File: src/hw/rtl/uer_pkg.sv
// ----------------------------------------------------------------------------
// uer_pkg: shared types and constants for the ultrasonic echo ranger
// Payload structs, phase encoding, register indexes and fixed constants.
// ----------------------------------------------------------------------------
`timescale 1ns / 1ps
`default_nettype none

package uer_pkg;

  // Register indexes on the configuration channel
  localparam logic [1:0] CFG_ECHO_TIMEOUT = 2'd0;
  localparam logic [1:0] CFG_TRIG_WIDTH   = 2'd1;
  localparam logic [1:0] CFG_GAP          = 2'd2;

  // Register reset values
  localparam logic [15:0] ECHO_TIMEOUT_RST = 16'd3000;
  localparam logic [7:0]  TRIG_WIDTH_RST   = 8'd20;
  localparam logic [9:0]  GAP_RST          = 10'd50;

  // Round-trip echo time per cm, in us
  localparam int unsigned US_PER_CM = 58;

  localparam int unsigned SUM_W   = 20;
  localparam int unsigned NUM_W   = SUM_W + 4;  // width sum scaled by 16
  localparam int unsigned DIST_W  = 15;
  localparam int unsigned RECIP_SHIFT = NUM_W + 1;
  localparam logic [DIST_W-1:0] DIST_MAX = '1;

  typedef enum logic [4:0] {
    PH_IDLE = 5'b00001,
    PH_TRIG = 5'b00010,
    PH_WAIT = 5'b00100,
    PH_MEAS = 5'b01000,
    PH_GAP  = 5'b10000
  } phase_e;

  typedef struct packed {
    logic start_req;
    logic echo_level;
  } in_pl_t;

  typedef struct packed {
    logic              trigger_level;
    logic              busy_res;
    logic              done_res;
    logic [DIST_W-1:0] distance;
    logic              timed_out;
  } out_pl_t;

  typedef struct packed {
    logic [1:0]  index;
    logic [15:0] data;
  } cfg_pl_t;

  // Result of one tick step, before the distance division
  typedef struct packed {
    logic             trigger_level;
    logic             busy_res;
    logic             done_res;
    logic             timed_out;
    logic [NUM_W-1:0] num;
  } step_t;

endpackage

`default_nettype wire

File: src/hw/rtl/uer_chan_if.sv
// ----------------------------------------------------------------------------
// uer_chan_if: valid/ready channel
// Carries one payload struct per request between a source and a sink.
// ----------------------------------------------------------------------------
`timescale 1ns / 1ps
`default_nettype none

interface uer_chan_if #(
  parameter type payload_t = logic
);
  logic     valid;
  logic     ready;
  payload_t payload;

  modport source (output valid, output payload, input ready);
  modport sink   (input valid, input payload, output ready);
endinterface

`default_nettype wire

File: src/hw/rtl/ultrasonic_echo_ranger.sv
// ----------------------------------------------------------------------------
// ultrasonic_echo_ranger: echo-pulse ultrasonic distance ranger
// Tick-driven trigger/echo sequencer with averaged distance output.
// ----------------------------------------------------------------------------
// Each request is one microsecond tick carrying the sampled echo pin level and
// a start flag; each request yields exactly one result holding the trigger pin
// level and busy flag for that tick. A start seen while idle runs SAMPLES
// rounds: trigger pulse, wait for echo rise, count echo high time (capped at
// echo_timeout_us, also used as the rise wait limit), then gap_us idle ticks.
// On the tick the last round closes, done_res pulses with the mean distance
// floor(sum*16 / (58*SAMPLES)) in 1/16 cm, saturated at 32767, plus a flag if
// any round timed out. Throughput is one request per cycle while the output
// is not back-pressured; a result is offered once its request has passed the
// input, sequencer step and reciprocal multiply registers into the result
// register. Output back-pressure fills the pipeline before in_if.ready drops.
// Registers on cfg_if (index 0/1/2): echo timeout, trigger width, gap.
// Write them only while idle; cfg_if is always ready.
// ----------------------------------------------------------------------------
`timescale 1ns / 1ps
`default_nettype none

module ultrasonic_echo_ranger #(
  parameter int unsigned SAMPLES = 5  // rounds per measurement, 1..8
) (
  input  wire logic clk_i,
  input  wire logic rst_ni,
  uer_chan_if.sink   in_if,
  uer_chan_if.source out_if,
  uer_chan_if.sink   cfg_if
);

  // Stage 0: input register
  logic             s0_v_q;
  uer_pkg::in_pl_t  s0_q;
  logic             s0_ready;

  // Stage 1: sequencer step result
  logic             s1_v_q;
  uer_pkg::step_t   s1_q;
  logic             s1_ready;

  uer_pkg::step_t   step_res;
  logic             step_en;
  logic             div_ready;
  uer_pkg::in_pl_t  in_pl;
  uer_pkg::cfg_pl_t cfg_pl;
  uer_pkg::out_pl_t out_pl;

  assign in_pl  = in_if.payload;
  assign cfg_pl = cfg_if.payload;

  assign cfg_if.ready = 1'b1;

  assign s1_ready    = !s1_v_q || div_ready;
  assign s0_ready    = !s0_v_q || s1_ready;
  assign in_if.ready = s0_ready;

  // State advances exactly when a tick moves from stage 0 to stage 1
  assign step_en = s0_v_q && s1_ready;

  always_ff @(posedge clk_i or negedge rst_ni) begin
    if (!rst_ni) begin
      s0_v_q <= 1'b0;
      s1_v_q <= 1'b0;
    end else begin
      if (s0_ready) begin
        s0_v_q <= in_if.valid;
      end
      if (s1_ready) begin
        s1_v_q <= s0_v_q;
      end
    end
  end

  always_ff @(posedge clk_i) begin
    if (s0_ready && in_if.valid) begin
      s0_q <= in_pl;
    end
    if (step_en) begin
      s1_q <= step_res;
    end
  end

  uer_core #(
    .SAMPLES (SAMPLES)
  ) u_core (
    .clk_i     (clk_i),
    .rst_ni    (rst_ni),
    .cfg_we_i  (cfg_if.valid),
    .cfg_i     (cfg_pl),
    .step_en_i (step_en),
    .req_i     (s0_q),
    .res_o     (step_res)
  );

  uer_div #(
    .SAMPLES (SAMPLES)
  ) u_div (
    .clk_i       (clk_i),
    .rst_ni      (rst_ni),
    .in_valid_i  (s1_v_q),
    .in_ready_o  (div_ready),
    .in_res_i    (s1_q),
    .out_valid_o (out_if.valid),
    .out_ready_i (out_if.ready),
    .out_res_o   (out_pl)
  );

  assign out_if.payload = out_pl;

endmodule

`default_nettype wire

File: src/hw/rtl/uer_core.sv
// ----------------------------------------------------------------------------
// uer_core: ranging sequencer
// Config registers, phase state and width accumulation; one step per tick.
// ----------------------------------------------------------------------------
`timescale 1ns / 1ps
`default_nettype none

module uer_core #(
  parameter int unsigned SAMPLES = 5
) (
  input  wire logic            clk_i,
  input  wire logic            rst_ni,
  input  wire logic            cfg_we_i,
  input  wire uer_pkg::cfg_pl_t cfg_i,
  input  wire logic            step_en_i,
  input  wire uer_pkg::in_pl_t req_i,
  output      uer_pkg::step_t  res_o
);

  logic [15:0] timeout_q;
  logic [7:0]  trig_w_q;
  logic [9:0]  gap_q;

  uer_pkg::phase_e          phase_q, phase_d;
  logic [15:0]              ticks_q, ticks_d;
  logic [2:0]               round_q, round_d;
  logic [uer_pkg::SUM_W-1:0] sum_q, sum_d;
  logic                     seen_q, seen_d;

  logic [15:0] lim;
  logic [7:0]  tw;
  logic [15:0] ticks_inc;
  logic        end_rnd;
  logic [15:0] end_w;
  logic        end_to;
  logic        close;
  logic        done;

  always_ff @(posedge clk_i or negedge rst_ni) begin
    if (!rst_ni) begin
      timeout_q <= uer_pkg::ECHO_TIMEOUT_RST;
      trig_w_q  <= uer_pkg::TRIG_WIDTH_RST;
      gap_q     <= uer_pkg::GAP_RST;
    end else if (cfg_we_i) begin
      unique case (cfg_i.index)
        uer_pkg::CFG_ECHO_TIMEOUT: timeout_q <= cfg_i.data;
        uer_pkg::CFG_TRIG_WIDTH:   trig_w_q  <= cfg_i.data[7:0];
        uer_pkg::CFG_GAP:          gap_q     <= cfg_i.data[9:0];
        default: ;
      endcase
    end
  end

  always_comb begin
    lim       = (timeout_q == 16'd0) ? 16'd1 : timeout_q;
    tw        = (trig_w_q == 8'd0) ? 8'd1 : trig_w_q;
    ticks_inc = ticks_q + 16'd1;
    phase_d   = phase_q;
    ticks_d   = ticks_q;
    round_d   = round_q;
    sum_d     = sum_q;
    seen_d    = seen_q;
    end_rnd   = 1'b0;
    end_w     = lim;
    end_to    = 1'b0;
    close     = 1'b0;
    done      = 1'b0;

    unique case (phase_q)
      uer_pkg::PH_TRIG: begin
        if (ticks_inc >= {8'd0, tw}) begin
          phase_d = uer_pkg::PH_WAIT;
          ticks_d = '0;
        end else begin
          ticks_d = ticks_inc;
        end
      end
      uer_pkg::PH_WAIT: begin
        if (req_i.echo_level) begin
          if (lim <= 16'd1) begin
            end_rnd = 1'b1;
            end_to  = 1'b1;
          end else begin
            phase_d = uer_pkg::PH_MEAS;
            ticks_d = 16'd1;
          end
        end else begin
          ticks_d = ticks_inc;
          if (ticks_inc >= lim) begin
            end_rnd = 1'b1;
            end_to  = 1'b1;
          end
        end
      end
      uer_pkg::PH_MEAS: begin
        if (req_i.echo_level) begin
          ticks_d = ticks_inc;
          if (ticks_inc >= lim) begin
            end_rnd = 1'b1;
            end_to  = 1'b1;
          end
        end else begin
          end_rnd = 1'b1;
          end_w   = ticks_q;
        end
      end
      uer_pkg::PH_GAP: begin
        ticks_d = ticks_inc;
        if (ticks_inc >= {6'd0, gap_q}) begin
          close = 1'b1;
        end
      end
      uer_pkg::PH_IDLE: begin
        if (req_i.start_req) begin
          phase_d = uer_pkg::PH_TRIG;
          ticks_d = '0;
          round_d = '0;
          sum_d   = '0;
          seen_d  = 1'b0;
        end
      end
      default: begin
        phase_d = uer_pkg::PH_IDLE;
      end
    endcase

    if (end_rnd) begin
      sum_d   = sum_q + {{(uer_pkg::SUM_W-16){1'b0}}, end_w};
      seen_d  = seen_q | end_to;
      ticks_d = '0;
      if (gap_q == 10'd0) begin
        close = 1'b1;
      end else begin
        phase_d = uer_pkg::PH_GAP;
      end
    end

    if (close) begin
      ticks_d = '0;
      if (({1'b0, round_q} + 4'd1) >= 4'(SAMPLES)) begin
        done    = 1'b1;
        phase_d = uer_pkg::PH_IDLE;
      end else begin
        round_d = round_q + 3'd1;
        phase_d = uer_pkg::PH_TRIG;
      end
    end
  end

  always_ff @(posedge clk_i or negedge rst_ni) begin
    if (!rst_ni) begin
      phase_q <= uer_pkg::PH_IDLE;
      ticks_q <= '0;
      round_q <= '0;
      sum_q   <= '0;
      seen_q  <= 1'b0;
    end else if (step_en_i) begin
      phase_q <= phase_d;
      ticks_q <= ticks_d;
      round_q <= round_d;
      sum_q   <= sum_d;
      seen_q  <= seen_d;
    end
  end

  // Trigger and busy follow the phase held at the start of the tick; done, timeout and sum come from this step
  always_comb begin
    res_o.trigger_level = (phase_q == uer_pkg::PH_TRIG);
    res_o.busy_res      = (phase_q != uer_pkg::PH_IDLE);
    res_o.done_res      = done;
    res_o.timed_out     = seen_d;
    res_o.num           = {sum_d, 4'd0};
  end

endmodule

`default_nettype wire

File: src/hw/rtl/uer_div.sv
// ----------------------------------------------------------------------------
// uer_div: distance divider pipeline
// Divides the scaled width sum by 58*SAMPLES via reciprocal multiply and one
// correction step; two stages, the second being the result register.
// ----------------------------------------------------------------------------
`timescale 1ns / 1ps
`default_nettype none

module uer_div #(
  parameter int unsigned SAMPLES = 5
) (
  input  wire logic             clk_i,
  input  wire logic             rst_ni,
  input  wire logic             in_valid_i,
  output      logic             in_ready_o,
  input  wire uer_pkg::step_t   in_res_i,
  output      logic             out_valid_o,
  input  wire logic             out_ready_i,
  output      uer_pkg::out_pl_t out_res_o
);

  localparam int unsigned DIV   = uer_pkg::US_PER_CM * SAMPLES;
  localparam int unsigned RECIP = (2 ** uer_pkg::RECIP_SHIFT) / DIV;
  localparam int unsigned NUM_W = uer_pkg::NUM_W;
  localparam int unsigned PROD_W = NUM_W + 20;
  localparam int unsigned QE_W  = PROD_W - uer_pkg::RECIP_SHIFT;

  localparam logic [8:0]  DIV_C   = 9'(DIV);
  localparam logic [19:0] RECIP_C = 20'(RECIP);

  logic                  s2_v_q;
  uer_pkg::step_t        s2_q;
  logic [PROD_W-1:0]     prod_q;
  logic                  s3_v_q;
  uer_pkg::out_pl_t      s3_q;
  logic                  s2_ready;
  logic                  s3_ready;

  logic [QE_W-1:0]       q_est;
  logic [QE_W+8:0]       q_mul;
  logic [NUM_W-1:0]      rem;
  logic [QE_W:0]         quot;
  uer_pkg::out_pl_t      s3_d;

  assign s3_ready   = !s3_v_q || out_ready_i;
  assign s2_ready   = !s2_v_q || s3_ready;
  assign in_ready_o = s2_ready;

  // q_est is q or q-1; one compare settles it
  always_comb begin
    q_est = prod_q[PROD_W-1:uer_pkg::RECIP_SHIFT];
    q_mul = (QE_W+9)'(q_est) * (QE_W+9)'(DIV_C);
    rem   = s2_q.num - q_mul[NUM_W-1:0];
    quot  = {1'b0, q_est} + ((rem >= NUM_W'(DIV_C)) ? (QE_W+1)'(1) : '0);

    s3_d.trigger_level = s2_q.trigger_level;
    s3_d.busy_res      = s2_q.busy_res;
    s3_d.done_res      = s2_q.done_res;
    s3_d.timed_out     = s2_q.done_res & s2_q.timed_out;
    if (!s2_q.done_res) begin
      s3_d.distance = '0;
    end else if (quot > (QE_W+1)'(uer_pkg::DIST_MAX)) begin
      s3_d.distance = uer_pkg::DIST_MAX;
    end else begin
      s3_d.distance = quot[uer_pkg::DIST_W-1:0];
    end
  end

  always_ff @(posedge clk_i or negedge rst_ni) begin
    if (!rst_ni) begin
      s2_v_q <= 1'b0;
      s3_v_q <= 1'b0;
    end else begin
      if (s2_ready) begin
        s2_v_q <= in_valid_i;
      end
      if (s3_ready) begin
        s3_v_q <= s2_v_q;
      end
    end
  end

  always_ff @(posedge clk_i) begin
    if (s2_ready && in_valid_i) begin
      s2_q   <= in_res_i;
      prod_q <= PROD_W'(in_res_i.num) * PROD_W'(RECIP_C);
    end
    if (s3_ready && s2_v_q) begin
      s3_q <= s3_d;
    end
  end

  assign out_valid_o = s3_v_q;
  assign out_res_o   = s3_q;

endmodule

`default_nettype wire
File: src/flat_wrapper.sv
// flat-port wrapper written by rule: the top's interface ports become plain ports
module ultrasonic_echo_ranger_flat 
#(
  parameter int unsigned SAMPLES = 5                                 
)
  (clk_i, rst_ni, in_if_valid, in_if_payload, in_if_ready, out_if_valid, out_if_payload, out_if_ready, cfg_if_valid, cfg_if_payload, cfg_if_ready);
  uer_chan_if in_if_i ();
  uer_chan_if out_if_i ();
  uer_chan_if cfg_if_i ();
  input  wire logic clk_i;
  input  wire logic rst_ni;
  input wire logic [$bits(in_if_i.valid)-1:0] in_if_valid;
  input wire logic [$bits(in_if_i.payload)-1:0] in_if_payload;
  output wire logic [$bits(in_if_i.ready)-1:0] in_if_ready;
  output wire logic [$bits(out_if_i.valid)-1:0] out_if_valid;
  output wire logic [$bits(out_if_i.payload)-1:0] out_if_payload;
  input wire logic [$bits(out_if_i.ready)-1:0] out_if_ready;
  input wire logic [$bits(cfg_if_i.valid)-1:0] cfg_if_valid;
  input wire logic [$bits(cfg_if_i.payload)-1:0] cfg_if_payload;
  output wire logic [$bits(cfg_if_i.ready)-1:0] cfg_if_ready;
  assign in_if_i.valid = in_if_valid;
  assign in_if_i.payload = in_if_payload;
  assign in_if_ready = in_if_i.ready;
  assign out_if_valid = out_if_i.valid;
  assign out_if_payload = out_if_i.payload;
  assign out_if_i.ready = out_if_ready;
  assign cfg_if_i.valid = cfg_if_valid;
  assign cfg_if_i.payload = cfg_if_payload;
  assign cfg_if_ready = cfg_if_i.ready;
  ultrasonic_echo_ranger #(.SAMPLES(SAMPLES)) u_core (.clk_i(clk_i), .rst_ni(rst_ni), .in_if(in_if_i), .out_if(out_if_i), .cfg_if(cfg_if_i));
endmodule
File: config.mk
export PLATFORM = sky130hd
export DESIGN_NAME = ultrasonic_echo_ranger_flat
export DESIGN_NICKNAME = d
export VERILOG_FILES = /design/src/hw/rtl/uer_pkg.sv /design/src/hw/rtl/uer_chan_if.sv /design/src/hw/rtl/ultrasonic_echo_ranger.sv /design/src/hw/rtl/uer_core.sv /design/src/hw/rtl/uer_div.sv /design/src/flat_wrapper.sv
export SDC_FILE = /design/constraint.sdc
export NUM_CORES = 1
export LEC_CHECK = 0
export BUFFER_PORTS_ARGS = -buffer_cell sky130_fd_sc_hd__buf_2
export CAP_MARGIN = 20
export CORE_UTILIZATION = 45
export CTS_CLUSTER_SIZE = 28
export DETAILED_ROUTE_END_ITERATION = 8
export HOLD_SLACK_MARGIN = 0.03
export PLACE_DENSITY = 0.67
export SETUP_SLACK_MARGIN = 0.5
export SYNTH_ARGS = -nofsm -noshare
export SYNTH_HDL_FRONTEND = slang
export SYNTH_SLANG_ARGS = --single-unit
export TNS_END_PERCENT = 100
File: constraint.sdc
create_clock -name clk_i -period 3.29 [get_ports clk_i]
set_input_delay 0.8225 -clock clk_i [delete_from_list [all_inputs] [get_ports clk_i]]
set_output_delay 0.8225 -clock clk_i [all_outputs]
set_load 0.01 [all_outputs]
==> qor.csv <==
metric,value,unit
run status,"complete, no violations",
number of max-cap violations,0,
final WL,6680,um
Critical Path Sink,u_core.u_core.ticks_q[7],
ys async rst share,0.838,
gpl congestion,0.853,
Tcrit/Tclk final,0.902,
total grt overflow,0,
most frequent cells in the layout,"24 x dfrtp_1, 23 x nand2_1, 22 x buf_4",
placed cell area,2720,sq um
die area,5990,sq um
"Slew Viols, Final",0,
Hold WS,430,ps
total leakage power,1.41,nW
Final HPWL DP,3940,um
Final Cell Area,3330,sq um
die width,77.4,um
global-route usage over all layers,0.214,
Crit Path Class,flip-flop to flip-flop,
switching portion of total power,0.234,
FF-to-FF setup slack,320,ps
pin count of the biggest net entering global routing,32,
Comb pwr share,0.061,
RSZ-0062 raised after global routing,yes,
DRC,0,
share of post-route cells with drive strength above 1,0.347,
VDD IR max,161,uV
cell-internal power,730,uW
Avg WL per Cell,17.4,um
synth unique cells,63,
first-pass GRT wire length,10100,um
final hold violation count,0,
Final Non-Filler Cells,383,
syn avg cell area,9.20,sq um
Sw Pwr,223,uW
CTS buffer count,5,
die height,77.4,um
I/O pin total,11,
cell count after synthesis,278,
worst skew pair latency,300,ps
CP Data Required Time,3470,ps
Clock Sinks,37,
Synth Register Bits,37,
Final TNS setup,0,ps
first-pass iteration count of the detailed router,4,
critical path launch point type,flip-flop,
crit path capture type,flip-flop,
nets,329,
CTS tree,built,
Core Footprint,5510,sq um
FF-to-FF End,u_core.u_core.ticks_q[7],
Post-Syn Nets,297,
# rows,27,
clock group share of total power,0.422,
crit path time final,2970,ps
Arrival @ worst endpoint,3150,ps
Root Driver,clkbuf_8,
Post-synth EDFFs,6,
Synth area leader,dfrtp_1,
FF-to-FF path depth,13,
1st-iter DRT viols,182,
Worst Skew,8.44,ps
Power Total,953,uW
Port Buffer Count,9,
"Max FO, Critical Path",6,
Worst-path clk slew,80,ps
Syn-to-layout area delta,30.0,%
Initial Util,0.465,
Synth Cell Area,2560,sq um
worst slew pin tran,720,ps
"most common cell after layout, fill and taps aside",dfrtp_1,
Achievable Freq,337,MHz
vias in the first global route,2032,
# hold bufs at CTS,0,
"Setup violations, final",0,
Synth warnings,0,
Worst slew margin,0.520,
Reg2Reg Launch Point,u_core.u_core.ticks_q[1],
Yosys top cell area share,0.284,
worst setup path start,u_core.u_core.ticks_q[1],
type of the worst min-delay path,flip-flop to flip-flop,
Post-Place Cells,357,
top_reg_cell synth,dfrtp_1,
pwr/cell area,286,nW/um^2
deepest clock path buffer count,2,
sequential fraction of the synthesis area,0.375,
diode count,0,
Flop pwr share,0.517,
initial antenna violation count,0,
Area contributors post-synth,"dfrtp_1 28%, edfxtp_1 7.0%, ha_1 5.9%",
Vias,2277,
hold_sp,u_core.s1_q[24],
via-per-instance ratio,5.95,
H-tree depth,2,
Routed Antenna Nets,0,
## flip-flops by register name, summed over array words and instances (netlist names)
name	flops
u_core.s0_q	1
u_core.s0_v_q	1
u_core.s1_q	2
u_core.s1_v_q	1
u_core.u_core.phase_q	5
u_core.u_core.round_q	3
u_core.u_core.seen_q	1
u_core.u_core.ticks_q	16
u_core.u_core.timeout_q	2
u_core.u_div.out_res_o	1
u_core.u_div.out_valid_o	1
u_core.u_div.s2_q	2
u_core.u_div.s2_v_q	1
## per-stage QoR
step	utilization	setup WS [ps]
floorplan	-	485
global placement	0.494	168
detailed placement	0.494	108
CTS	0.567	393
global route	0.604	253
finish	0.604	322
## area by class of cell
| type | count | area [sq um] |
|---|---|---|
| tap | 72 | 90.1 |
| fill | 454 | 2180 |
| timing repair buffer | 40 | 324 |
| inverter | 9 | 33.8 |
| clock inverter | 3 | 46.3 |
| clock buffer | 5 | 68.8 |
| multi-input combinational | 217 | 1800 |
| sequential | 37 | 965 |
## power groups by stage
stage                     Combinational (mW)  Sequential [mW]  Clock, mW
after floorplan                       0.0313            0.499          0
after global placement                0.0521            0.501          0
after detailed placement              0.0531            0.502          0
after CTS                             0.0563            0.492      0.418
after global routing                  0.0640            0.495      0.438
final                                 0.0579            0.492      0.402
## kinds of logic (layout without fill, tap and decap cells)
kind of cell               count (synthesis)  after routing  share of synthesized area
DFF                                       37             37                      0.375
xor gates and xnor gates                  13             13                     0.0445
other                                      1              1                    0.00147
adders and majority gates                 12             12                     0.0587
and+or+nand+nor                          123            123                      0.270
muxes                                      3              3                     0.0122
buffers and inverters                     24             57                     0.0504
AOI/OAI and AO/OA                         65             65                      0.188
## layer usage
| layer | GRT usage | up-vias | share of wire | wire length, um |
|---|---|---|---|---|
| met1 | 0.299 | 1128 | 0.44 | 2950 |
| met4 | 0.0585 | 0 | 0.030 | 197 |
| li1 | - | 1073 | - | - |
| met5 | 0 | - | 0 | 0 |
| met2 | 0.343 | 60 | 0.49 | 3250 |
| met3 | 0.0353 | 16 | 0.042 | 279 |
## worst min-delay path by stage
stage / to / slack, ps / cells after the start
CTS: u_core.u_div.s2_q[24] / 440 / 0
global route: u_core.u_div.s2_q[24] / 440 / 0
floorplan: u_core.u_div.s2_q[24] / 400 / 0
finish: u_core.u_div.s2_q[24] / 430 / 0
global placement: u_core.u_div.s2_q[24] / 400 / 0
detailed placement: u_core.u_div.s2_q[24] / 420 / 0
## synthesized netlist by cell type (3+ instances only)
cell type	instances
a21o_1	6
a21oi_1	8
a221o_1	3
a22o_1	3
a31oi_1	3
and2_1	13
buf_2	4
buf_4	3
buf_6	3
clkbuf_1	5
dfrtp_1	29
edfxtp_1	6
ha_1	12
inv_1	9
nand2_1	26
nand2b_1	9
nand3_1	11
nand3b_1	4
nand4_1	6
nor2_1	19
nor2b_1	4
nor3_1	6
nor4_1	4
o21ai_0	12
o21ai_2	3
o31ai_1	3
or2_2	3
or3_1	4
xnor2_1	13
## worst max-delay path, cell delays in order (launching register included)
cell	delay [ps]
dfrtp_2	420
and4_4	280
buf_6	120
nand2_8	60
xnor2_1	140
ha_1	320
buf_4	120
o2111ai_4	110
nor3_4	180
a221oi_4	110
a31o_4	270
a21o_4	230
buf_6	140
a221o_1	350
## timing repair
| item | CTS | global route |
|---|---|---|
| pin swaps | 23 | 18 |
| endpoints found under the setup margin | 23 | 25 |
| gates resized for setup | 41 | 32 |
| buffers inserted | 9 | 7 |
| gates cloned | 2 | 0 |
(Power assumes the default switching activity.)
